**config.mk**
```make
export PLATFORM = sky130hd
export DESIGN_NAME = preamble_length_packet_deframer_flat
export DESIGN_NICKNAME = d
export VERILOG_FILES = /design/src/design/plpd_pkg.sv /design/src/design/plpd_rx_if.sv /design/src/design/plpd_res_if.sv /design/src/design/preamble_length_packet_deframer.sv /design/src/flat_wrapper.sv
export VERILOG_INCLUDE_DIRS = /design/src /design/src/design
export SDC_FILE = /design/constraint.sdc
export NUM_CORES = 1
export LEC_CHECK = 0
export BUFFER_PORTS_ARGS = -buffer_cell sky130_fd_sc_hd__buf_2
export CORE_AREA = 2 2 86 88
export DETAILED_ROUTE_END_ITERATION = 12
export DIE_AREA = 0 0 88 90
export GPL_TIMING_DRIVEN = 1
export PLACE_DENSITY = 0.83
export SLEW_MARGIN = 40
export SYNTH_ARGS = -nofsm -noshare
export SYNTH_HDL_FRONTEND = slang
export SYNTH_SLANG_ARGS = --single-unit
```
**constraint.sdc**
```tcl
create_clock -name clk_i -period 3.5 [get_ports clk_i]
set_input_delay 0.175 -clock clk_i [delete_from_list [all_inputs] [get_ports clk_i]]
set_output_delay 0.175 -clock clk_i [all_outputs]
set_load 0.05 [all_outputs]
```
**src/design/preamble_length_packet_deframer_macros.svh**
```systemverilog
// Assertion macros for the packet deframer.
// Used by the files that assert, expects clk_i and rst_ni in scope.
`ifndef PREAMBLE_LENGTH_PACKET_DEFRAMER_MACROS_SVH
`define PREAMBLE_LENGTH_PACKET_DEFRAMER_MACROS_SVH

// Check a property on every clock edge outside reset.
`define PLPD_ASSERT(lbl, prop, msg) \
  lbl: assert property (@(posedge clk_i) disable iff (!rst_ni) prop) else $error(msg);

// Check a property on every clock edge, reset included.
`define PLPD_ASSERT_ALWAYS(lbl, prop, msg) \
  lbl: assert property (@(posedge clk_i) prop) else $error(msg);

`endif

```
**src/design/plpd_pkg.sv**
```systemverilog
// Shared widths and constants of the packet deframer.
// No dependencies; used by the interfaces and the top level.
package plpd_pkg;

  localparam int BYTE_W     = 8;
  localparam int LEN_W      = 11;
  localparam int CFG_IDX_W  = 2;
  localparam int CFG_DATA_W = 11;

  localparam int LENGTH_LIMIT = 1024;

  localparam logic [LEN_W-1:0] MAX_LEN_RESET =
    (LENGTH_LIMIT > 2047) ? 11'd2047 : LEN_W'(LENGTH_LIMIT);

  typedef enum logic [CFG_IDX_W-1:0] {
    CFG_PREAMBLE = 2'd0,
    CFG_TYPE     = 2'd1,
    CFG_MAX_LEN  = 2'd2
  } cfg_idx_e;

endpackage

```
**src/design/plpd_rx_if.sv**
```systemverilog
// Received byte channel of the packet deframer.
// Depends on plpd_pkg.
interface plpd_rx_if import plpd_pkg::*; ();
  logic              valid;
  logic              ready;
  logic [BYTE_W-1:0] rx_byte;

  modport source (output valid, output rx_byte, input ready);
  modport sink   (input valid, input rx_byte, output ready);
endinterface

```
**src/design/plpd_res_if.sv**
```systemverilog
// Result channel of the packet deframer: payload bytes and packet marks.
// Depends on plpd_pkg.
interface plpd_res_if import plpd_pkg::*; ();
  logic              valid;
  logic              ready;
  logic [BYTE_W-1:0] payload_byte;
  logic              first_of_packet;
  logic              last_of_packet;
  logic              empty_packet;

  modport source (output valid, output payload_byte, output first_of_packet,
                  output last_of_packet, output empty_packet, input ready);
  modport sink   (input valid, input payload_byte, input first_of_packet,
                  input last_of_packet, input empty_packet, output ready);
endinterface

```
**src/design/preamble_length_packet_deframer.sv**
```systemverilog
// Preamble / type / length packet deframer, top level.
// Depends on plpd_pkg, plpd_rx_if, plpd_res_if and the assertion macros.
//
// Takes one received byte per clock cycle. A byte is taken whenever the
// result register is empty or is being drained in the same cycle, so with
// a ready sink the rate is one byte per cycle; the result of a byte shows
// in the cycle after it was taken. The single result register sets both
// the rate and that timing. Header rescan after a length error is resolved
// within the cycle of the failing length byte. No clearing pass after reset.
`include "preamble_length_packet_deframer_macros.svh"

module preamble_length_packet_deframer import plpd_pkg::*; (
  input  logic                  clk_i,
  input  logic                  rst_ni,
  input  logic                  cfg_we_i,
  input  logic [CFG_IDX_W-1:0]  cfg_idx_i,
  input  logic [CFG_DATA_W-1:0] cfg_data_i,
  plpd_rx_if.sink               rx_i,
  plpd_res_if.source            res_o
);

  typedef enum logic [2:0] {
    PH_HUNT    = 3'd0,
    PH_TYPE    = 3'd1,
    PH_LEN_LO  = 3'd2,
    PH_LEN_HI  = 3'd3,
    PH_PAYLOAD = 3'd4
  } phase_e;

  logic [BYTE_W-1:0] preamble_q;
  logic [BYTE_W-1:0] acc_type_q;
  logic [LEN_W-1:0]  max_len_q;

  phase_e            phase_q, phase_d;
  logic [BYTE_W-1:0] held_type_q, held_type_d;
  logic [BYTE_W-1:0] held_len_lo_q, held_len_lo_d;
  logic [LEN_W-1:0]  remaining_q, remaining_d;
  logic              at_first_q, at_first_d;

  logic              res_valid_q, res_valid_d;
  logic [BYTE_W-1:0] res_byte_q, res_byte_d;
  logic              res_first_q, res_first_d;
  logic              res_last_q, res_last_d;
  logic              res_empty_q, res_empty_d;

  logic              rx_req;
  logic              res_load;
  logic [BYTE_W-1:0] b;
  logic [2*BYTE_W-1:0] len;
  logic [LEN_W-1:0]  limit;
  phase_e            scan;

  function automatic phase_e hunt_next(input logic [BYTE_W-1:0] v,
                                       input logic [BYTE_W-1:0] pre);
    return (v == pre) ? PH_TYPE : PH_HUNT;
  endfunction

  assign rx_i.ready = !res_valid_q || res_o.ready;
  assign rx_req     = rx_i.valid && rx_i.ready;
  assign b          = rx_i.rx_byte;
  assign len        = {b, held_len_lo_q};
  assign limit      = (max_len_q < MAX_LEN_RESET) ? max_len_q : MAX_LEN_RESET;

  always_ff @(posedge clk_i or negedge rst_ni) begin
    if (!rst_ni) begin
      preamble_q <= '0;
      acc_type_q <= '0;
      max_len_q  <= MAX_LEN_RESET;
    end else if (cfg_we_i) begin
      case (cfg_idx_i)
        CFG_PREAMBLE: preamble_q <= cfg_data_i[BYTE_W-1:0];
        CFG_TYPE:     acc_type_q <= cfg_data_i[BYTE_W-1:0];
        CFG_MAX_LEN:  max_len_q  <= cfg_data_i[LEN_W-1:0];
        default: ;
      endcase
    end
  end

  always_comb begin
    phase_d       = phase_q;
    held_type_d   = held_type_q;
    held_len_lo_d = held_len_lo_q;
    remaining_d   = remaining_q;
    at_first_d    = at_first_q;
    res_load      = 1'b0;
    res_byte_d    = res_byte_q;
    res_first_d   = res_first_q;
    res_last_d    = res_last_q;
    res_empty_d   = res_empty_q;
    scan          = PH_HUNT;

    case (phase_q)
      PH_TYPE: begin
        if (b == acc_type_q) begin
          held_type_d = b;
          phase_d     = PH_LEN_LO;
        end else begin
          phase_d = hunt_next(b, preamble_q);
        end
      end
      PH_LEN_LO: begin
        held_len_lo_d = b;
        phase_d       = PH_LEN_HI;
      end
      PH_LEN_HI: begin
        if (len > {{(2*BYTE_W-LEN_W){1'b0}}, limit}) begin
          // drop the preamble, rescan type, low length and this byte
          scan = hunt_next(held_type_q, preamble_q);
          if (scan == PH_TYPE && held_len_lo_q == acc_type_q) begin
            held_type_d = held_len_lo_q;
            scan        = PH_LEN_LO;
          end else begin
            scan = hunt_next(held_len_lo_q, preamble_q);
          end
          case (scan)
            PH_TYPE: begin
              if (b == acc_type_q) begin
                held_type_d = b;
                phase_d     = PH_LEN_LO;
              end else begin
                phase_d = hunt_next(b, preamble_q);
              end
            end
            PH_LEN_LO: begin
              held_len_lo_d = b;
              phase_d       = PH_LEN_HI;
            end
            default: phase_d = hunt_next(b, preamble_q);
          endcase
        end else if (len == '0) begin
          phase_d     = PH_HUNT;
          res_load    = 1'b1;
          res_byte_d  = '0;
          res_first_d = 1'b0;
          res_last_d  = 1'b1;
          res_empty_d = 1'b1;
        end else begin
          remaining_d = len[LEN_W-1:0];
          at_first_d  = 1'b1;
          phase_d     = PH_PAYLOAD;
        end
      end
      PH_PAYLOAD: begin
        if (remaining_q == '0) begin
          phase_d = hunt_next(b, preamble_q);
        end else begin
          res_load    = 1'b1;
          res_byte_d  = b;
          res_first_d = at_first_q;
          res_last_d  = (remaining_q == LEN_W'(1));
          res_empty_d = 1'b0;
          remaining_d = remaining_q - LEN_W'(1);
          at_first_d  = 1'b0;
          if (remaining_q == LEN_W'(1)) begin
            phase_d    = PH_HUNT;
            at_first_d = 1'b1;
          end
        end
      end
      default: phase_d = hunt_next(b, preamble_q);
    endcase
  end

  always_comb begin
    res_valid_d = res_valid_q;
    if (res_o.ready) begin
      res_valid_d = 1'b0;
    end
    if (rx_req && res_load) begin
      res_valid_d = 1'b1;
    end
  end

  always_ff @(posedge clk_i or negedge rst_ni) begin
    if (!rst_ni) begin
      phase_q       <= PH_HUNT;
      held_type_q   <= '0;
      held_len_lo_q <= '0;
      remaining_q   <= '0;
      at_first_q    <= 1'b1;
      res_valid_q   <= 1'b0;
      res_byte_q    <= '0;
      res_first_q   <= 1'b0;
      res_last_q    <= 1'b0;
      res_empty_q   <= 1'b0;
    end else begin
      res_valid_q <= res_valid_d;
      if (rx_req) begin
        phase_q       <= phase_d;
        held_type_q   <= held_type_d;
        held_len_lo_q <= held_len_lo_d;
        remaining_q   <= remaining_d;
        at_first_q    <= at_first_d;
        if (res_load) begin
          res_byte_q  <= res_byte_d;
          res_first_q <= res_first_d;
          res_last_q  <= res_last_d;
          res_empty_q <= res_empty_d;
        end
      end
    end
  end

  assign res_o.valid           = res_valid_q;
  assign res_o.payload_byte    = res_byte_q;
  assign res_o.first_of_packet = res_first_q;
  assign res_o.last_of_packet  = res_last_q;
  assign res_o.empty_packet    = res_empty_q;

  `PLPD_ASSERT(a_empty_shape, res_valid_q && res_empty_q |-> res_last_q && !res_first_q && res_byte_q == '0, "empty packet result malformed")
  `PLPD_ASSERT(a_payload_count, phase_q == PH_PAYLOAD |-> remaining_q != '0, "payload phase with no bytes left")
  `PLPD_ASSERT(a_last_ends, rx_req && phase_q == PH_PAYLOAD && remaining_q == LEN_W'(1) |=> phase_q == PH_HUNT && res_valid_q && res_last_q, "last payload byte did not end packet")
  `PLPD_ASSERT(a_no_overrun, res_valid_q && !res_o.ready |-> !rx_i.ready, "byte taken while result stalled")

endmodule
```
**src/flat_wrapper.sv**
```systemverilog
// flat-port wrapper written by rule: the top's interface ports become plain ports
module preamble_length_packet_deframer_flat import plpd_pkg::*;
  (clk_i, rst_ni, cfg_we_i, cfg_idx_i, cfg_data_i, rx_i_valid, rx_i_rx_byte, rx_i_ready, res_o_valid, res_o_payload_byte, res_o_first_of_packet, res_o_last_of_packet, res_o_empty_packet, res_o_ready);
  plpd_rx_if rx_i_i ();
  plpd_res_if res_o_i ();
  input  logic clk_i;
  input  logic rst_ni;
  input  logic cfg_we_i;
  input  logic [CFG_IDX_W-1:0] cfg_idx_i;
  input  logic [CFG_DATA_W-1:0] cfg_data_i;
  input wire logic [$bits(rx_i_i.valid)-1:0] rx_i_valid;
  input wire logic [$bits(rx_i_i.rx_byte)-1:0] rx_i_rx_byte;
  output wire logic [$bits(rx_i_i.ready)-1:0] rx_i_ready;
  output wire logic [$bits(res_o_i.valid)-1:0] res_o_valid;
  output wire logic [$bits(res_o_i.payload_byte)-1:0] res_o_payload_byte;
  output wire logic [$bits(res_o_i.first_of_packet)-1:0] res_o_first_of_packet;
  output wire logic [$bits(res_o_i.last_of_packet)-1:0] res_o_last_of_packet;
  output wire logic [$bits(res_o_i.empty_packet)-1:0] res_o_empty_packet;
  input wire logic [$bits(res_o_i.ready)-1:0] res_o_ready;
  assign rx_i_i.valid = rx_i_valid;
  assign rx_i_i.rx_byte = rx_i_rx_byte;
  assign rx_i_ready = rx_i_i.ready;
  assign res_o_valid = res_o_i.valid;
  assign res_o_payload_byte = res_o_i.payload_byte;
  assign res_o_first_of_packet = res_o_i.first_of_packet;
  assign res_o_last_of_packet = res_o_i.last_of_packet;
  assign res_o_empty_packet = res_o_i.empty_packet;
  assign res_o_i.ready = res_o_ready;
  preamble_length_packet_deframer u_core (.clk_i(clk_i), .rst_ni(rst_ni), .cfg_we_i(cfg_we_i), .cfg_idx_i(cfg_idx_i), .cfg_data_i(cfg_data_i), .rx_i(rx_i_i), .res_o(res_o_i));
endmodule
```
== After elaboration in Yosys (flattened, before gate mapping) ==
Index checks and enable logic that the tools add are counted.

* Reduce and logical (&&, ||, !) cells: 20
* $add $sub $neg: 1
* Magnitude comparators: 2
* Equal/unequal tests: 23
* Muxes and demuxes: 52

{| class="wikitable"
|+ Operator list
! operator !! number
|-
| 2-to-1 mux 8 bit || 10
|-
| case mux 8 bit (2 select lines) || 3
|-
| 2-to-1 mux 11 bit || 4
|-
| == test 8 bit || 5
|-
| 2-to-1 mux 3 bit || 8
|-
| case mux 11 bit (2 select lines) || 1
|-
| 2-to-1 mux 1 bit || 19
|-
| greater-than comparator 16 x 11 -> 1 bit || 1
|-
| logical NOT 16 bit || 1
|-
| case mux 3 bit (4 select lines) || 1
|-
| == test 11 x 1 -> 1 bit (second input constant) || 1
|-
| logical NOT 11 bit || 1
|-
| less-than comparator 11 bit (second input constant) || 1
|-
| subtractor 11 x 1 -> 11 bit (second input constant) || 1
|-
| case mux 1 bit (2 select lines) || 5
|-
| == test 3 x 1 -> 1 bit (second input constant) || 3
|-
| == test 3 x 2 -> 1 bit (second input constant) || 3
|-
| inequality test 2 bit (second input constant) || 4
|-
| AND reduction 2 bit || 4
|-
| AND reduction 4 bit || 2
|-
| nonzero test 2 bit || 4
|-
| inequality test 2 x 1 -> 1 bit (second input constant) || 3
|-
| case mux 3 bit (2 select lines) || 1
|-
| AND reduction 6 bit || 1
|-
| 9 further kinds || 11
|}

* Output and inout bits: 13
* Register bits: 70
* Bits of input ports: 26

== Depth between registers and ports, before layout ==
* Depth after elaboration: 11
* Mapped depth: 11

== Least setup slack after synthesis ==
OpenSTA, ideal clock, no wires.

* Path type: register to register
* Start point: register u_core.max_len_q[10]
* End point: register u_core.held_type_q[0]
* Setup slack: 908 ps
* Stages on the path, launching flop included: 10
* Arrival: 2512 ps
* Period minus slack after synthesis: 2592 ps
* Library setup time: 79 ps
* Cells stage by stage: dfstp_2 > clkinv_1 > ha_1 > o21a_1 > a21oi_1 > o21ai_0 > o21ai_4 > o32ai_2 > o21a_1 > a2bb2oi_1

* Word-level cells in the longest chain between the ends: 5

{| class="wikitable"
|+ RTL lines
! item !! RTL line !! RTL
|-
| start, declared || preamble_length_packet_deframer.sv:32 || <nowiki>logic [LEN_W-1:0] max_len_q;</nowiki>
|-
| start signal, assigned || preamble_length_packet_deframer.sv:73 || <nowiki>CFG_MAX_LEN: max_len_q <= cfg_data_i[LEN_W-1:0];</nowiki>
|-
| less-than comparator 11 bit || preamble_length_packet_deframer.sv:62 || <nowiki>assign limit = (max_len_q < MAX_LEN_RESET) ? max_len_q : MAX_LEN_RESET;</nowiki>
|-
| 2-to-1 mux 11 bit * || preamble_length_packet_deframer.sv:62 ||
|-
| greater-than comparator 16 x 11 -> 1 bit * || preamble_length_packet_deframer.sv:106 || <nowiki>if (len > {{(2*BYTE_W-LEN_W){1'b0}}, limit}) begin</nowiki>
|-
| inequality test 2 x 1 -> 1 bit (no source line) * || - ||
|-
| AND reduction 4 bit (no source line) * || - ||
|-
| end signal, assigned || preamble_length_packet_deframer.sv:190 || <nowiki>held_type_q <= held_type_d;</nowiki>
|-
| end, declared || preamble_length_packet_deframer.sv:35 || <nowiki>logic [BYTE_W-1:0] held_type_q, held_type_d;</nowiki>
|}

Every way passes the cells marked *; elsewhere a longest branch is shown, timed or not.
A chain may end at the register's enable or synchronous reset.

== Worst setup path after layout ==
* Start point: register u_core.max_len_q[10]
* End point: register u_core.held_type_q[1]

Same word-level chain as after synthesis.

==> results.json <==
{
  "cts_root_buffer": "clkbuf_8",
  "core_area_mm2": 0.00702,
  "synth_compound_area_share_pct": 14.6,
  "min_period_ns": 2.99,
  "syn2layout_area_growth_pct": 12.8,
  "gp_congestion": 0.928,
  "grt-ovfl-total": 0,
  "dieHeight_um": 90,
  "clkSinkCount": 70,
  "muxShareOfSynthArea_pct": 11.0,
  "drt_iter0_markers": 228,
  "antenna_found_initial": 0,
  "track_usage_pct": 26.3,
  "routed_wl_um": 9760,
  "setup_tns_ns": 0,
  "endpoint_kind": "flop",
  "grt_pass1_vias": 3178,
  "cts_max_path_buffers": 2,
  "synth_fa_ha_area_share_pct": 3.99,
  "synth_seq_cells": 70,
  "grt_max_degree": 71,
  "ant_nets": 0,
  "stdcell_area_mm2": 0.00459,
  "diodes": 0,
  "crit_required_ns": 3.77,
  "placed_cell_area_mm2": 0.00435,
  "syn_inst": 396,
  "p_leak_nw": 2.03,
  "die_area_mm2": 0.00792,
  "port_buffers": 38,
  "synth_area_mm2": 0.00407,
  "drc": 0,
  "syn_nets": 435,
  "tightest_slew_ns": 0.730,
  "status": "completed",
  "yosys.area.top_type_share_pct": 41.8,
  "via_count": 3286,
  "rsz0062_at_grt": "no",
  "htree_num_levels": 3,
  "p_int_mw": 1.92,
  "first_pass_iters": 5,
  "seqPwrFrac_pct": 44.3,
  "p_comb_share_pct": 31.1,
  "synthFlopType": "dfrtp_1",
  "pin_count": 39,
  "min_period_over_period_pct": 85.6,
  "holdCritPathClass": "in2reg",
  "final_util_pct": 65.4,
  "synth_simple_gate_area_share_pct": 16.2,
  "grt_pass1_wl_um": 16000,
  "fp.dieW_um": 88,
  "finalMaxSlewViolations": 0,
  "slew_headroom_pct": 51.2,
  "cts_buffers": 9,
  "max_freq_mhz": 334,
  "vdd_ir_drop_max_mv": 0.367,
  "num_rows": 31,
  "max-cap-violations": 0,
  "viasPerCell": 6.11,
  "yosys-top-cells-area": "dfrtp_1 (42%), mux2_2 (8.0%), xor2_1 (7.1%), nand2_1 (4.1%), ha_1 (4.0%)",
  "sw_frac_of_total_pct": 37.2,
  "whs_ns": 0.0535,
  "criticalPathCategory": "reg2reg",
  "seq_area_frac_synth_pct": 43.1,
  "powerDensity_mw_per_mm2": 666,
  "wl_per_cell_um": 18.1,
  "dp_hpwl_um": 7030,
  "synth.largest_area_cell": "dfrtp_1",
  "yosys_warnings": 0,
  "final_hold_viol_count": 0,
  "fin_skew_ns": 0.0154,
  "clkPwrFrac_pct": 24.6,
  "final_nets": 473,
  "crit_fanout": 10,
  "tritoncts": "done",
  "clk-insertion-delay-late_ns": 0.36,
  "power_mw": 3.06,
  "synth_top_family_by_area": "simple AND/OR/NAND/NOR gates",
  "setup_violations": 0,
  "crit_arrival_ns": 3.27,
  "fill_cells": 557,
  "synth_edf_count": 0,
  "syn_avg_cell_area_um2": 10.3,
  "drive_gt1_share_pct": 25.3,
  "clk_pin_slew_ns": 0.08,
  "netSwitchingPower_mw": 1.14,
  "initial_core_util_pct": 58.0,
  "synth-xor-area-share_pct": 8.82,
  "cts_resized": 0,
  "synth_async_sr_flop_share_pct": 100,
  "synth_cell_types": 55,
  "cp-start-kind": "flop"
}
## synthesized netlist by cell type (all sizes together) (2+ instances only)
master	n
a211oi	2
a21o	3
a21oi	16
a22oi	2
a2bb2oi	8
and2	4
and3	6
buf	4
clkbuf	12
dfrtp	68
dfstp	2
ha	13
inv	5
mux2	37
nand2	45
nand2b	2
nand3	7
nand3b	2
nand4	8
nor2	18
nor2b	3
nor3	6
nor3b	2
nor4	15
o211ai	2
o21a	4
o21ai	25
o221a	3
o32ai	9
or2	2
or3	4
or4	3
xnor2	8
xor2	33
## flip-flops by register name (all words and copies together), names as in the netlist, 3 cells and up
signal                     cells
u_core.held_type_q             8
u_core.phase_q                 3
u_core.max_len_q              11
u_core.preamble_q              8
u_core.acc_type_q              8
u_core.remaining_q            11
u_core.held_len_lo_q           8
u_core.res_o.payload_byte      8
## logic make-up after synthesis
family | after synthesis
AOI/OAI and AO/OA | 84
muxes | 37
DFF | 70
buffers and inverters | 22
adders and majority gates | 13
and+or+nand+nor | 129
xor gates and xnor gates | 41
## area by class of cell
cell class | count | area, um2 | area share [%]
multi-input combinational | 304 | 2230 | 48.5
clock inverter | 6 | 93.8 | 2.04
inverter | 6 | 22.5 | 0.490
sequential | 70 | 1750 | 38.2
timing repair buffer | 43 | 234 | 5.09
clock buffer | 10 | 138 | 3.00
tap | 99 | 124 | 2.70
## critical path, cell delays in order (launching register included)
cell	delay, ns
dfstp_2	0.55
clkinv_1	0.23
ha_1	0.41
o21a_1	0.13
a21oi_1	0.06
o21ai_0	0.27
o21ai_4	0.14
o32ai_2	0.56
o21a_1	0.36
a2bb2oi_1	0.20
## layer usage
metal  global-route usage (%)  routed length [um]
met3                     3.95                 489
met2                     40.0                4750
met5                        0                   0
met4                     12.4                 257
met1                     36.5                4260
## path summary, 6_finish.rpt
| check | startpoint | end | slack [ns] | cells past startpoint |
|---|---|---|---|---|
| worst max-delay path | u_core.max_len_q[10] | u_core.held_type_q[1] | 0.51 | 9 |
| worst min-delay path | cfg_data_i[10] | u_core.max_len_q[10] | 0.05 | 2 |
| worst max register to register | u_core.max_len_q[10] | u_core.held_type_q[1] | 0.51 | 9 |
| worst min register to register | u_core.res_o.empty_packet | u_core.res_o.empty_packet | 0.49 | 1 |
| max in group asynchronous | rst_ni | u_core.preamble_q[1] | 2.61 | 3 |
| min in group asynchronous | rst_ni | u_core.remaining_q[5] | 0.45 | 3 |
## power groups by stage
| stage | Sequential (mW) | Clock, mW | Combinational [mW] |
|---|---|---|---|
| after global placement | 1.35 | 0 | 0.903 |
| final | 1.35 | 0.753 | 0.951 |
| after detailed placement | 1.35 | 0 | 0.945 |
| after floorplan | 1.28 | 0 | 0.730 |
| after global routing | 1.38 | 0.791 | 1.05 |
| after CTS | 1.34 | 0.760 | 0.948 |
## per-stage QoR
step	setup slack (ns)	instances
final	0.506	538
after global routing	0.154	538
after CTS	0.507	537
after detailed placement	0.497	521
after global placement	0.664	521
after floorplan	0.908	396
## placed cells by master, fill, tap and decap left out, types with 10 or more instances in the layout
cell | Yosys | routed
a21oi_1 | 16 | 16
buf_2 | 2 | 38
clkbuf_8 | 0 | 10
dfrtp_1 | 68 | 68
ha_1 | 13 | 13
mux2_2 | 29 | 29
nand2_1 | 45 | 45
nor2_1 | 17 | 17
nor4_1 | 15 | 15
o21ai_0 | 23 | 23
xor2_1 | 33 | 33
## what timing repair did
item | CTS | global route
hold endpoints to repair | 0 | 49
setup buffers | 0 | 0
setup endpoints to repair | 0 | 0
hold buffers | 0 | 1
Note: power is estimated with default switching activity, not from simulation.
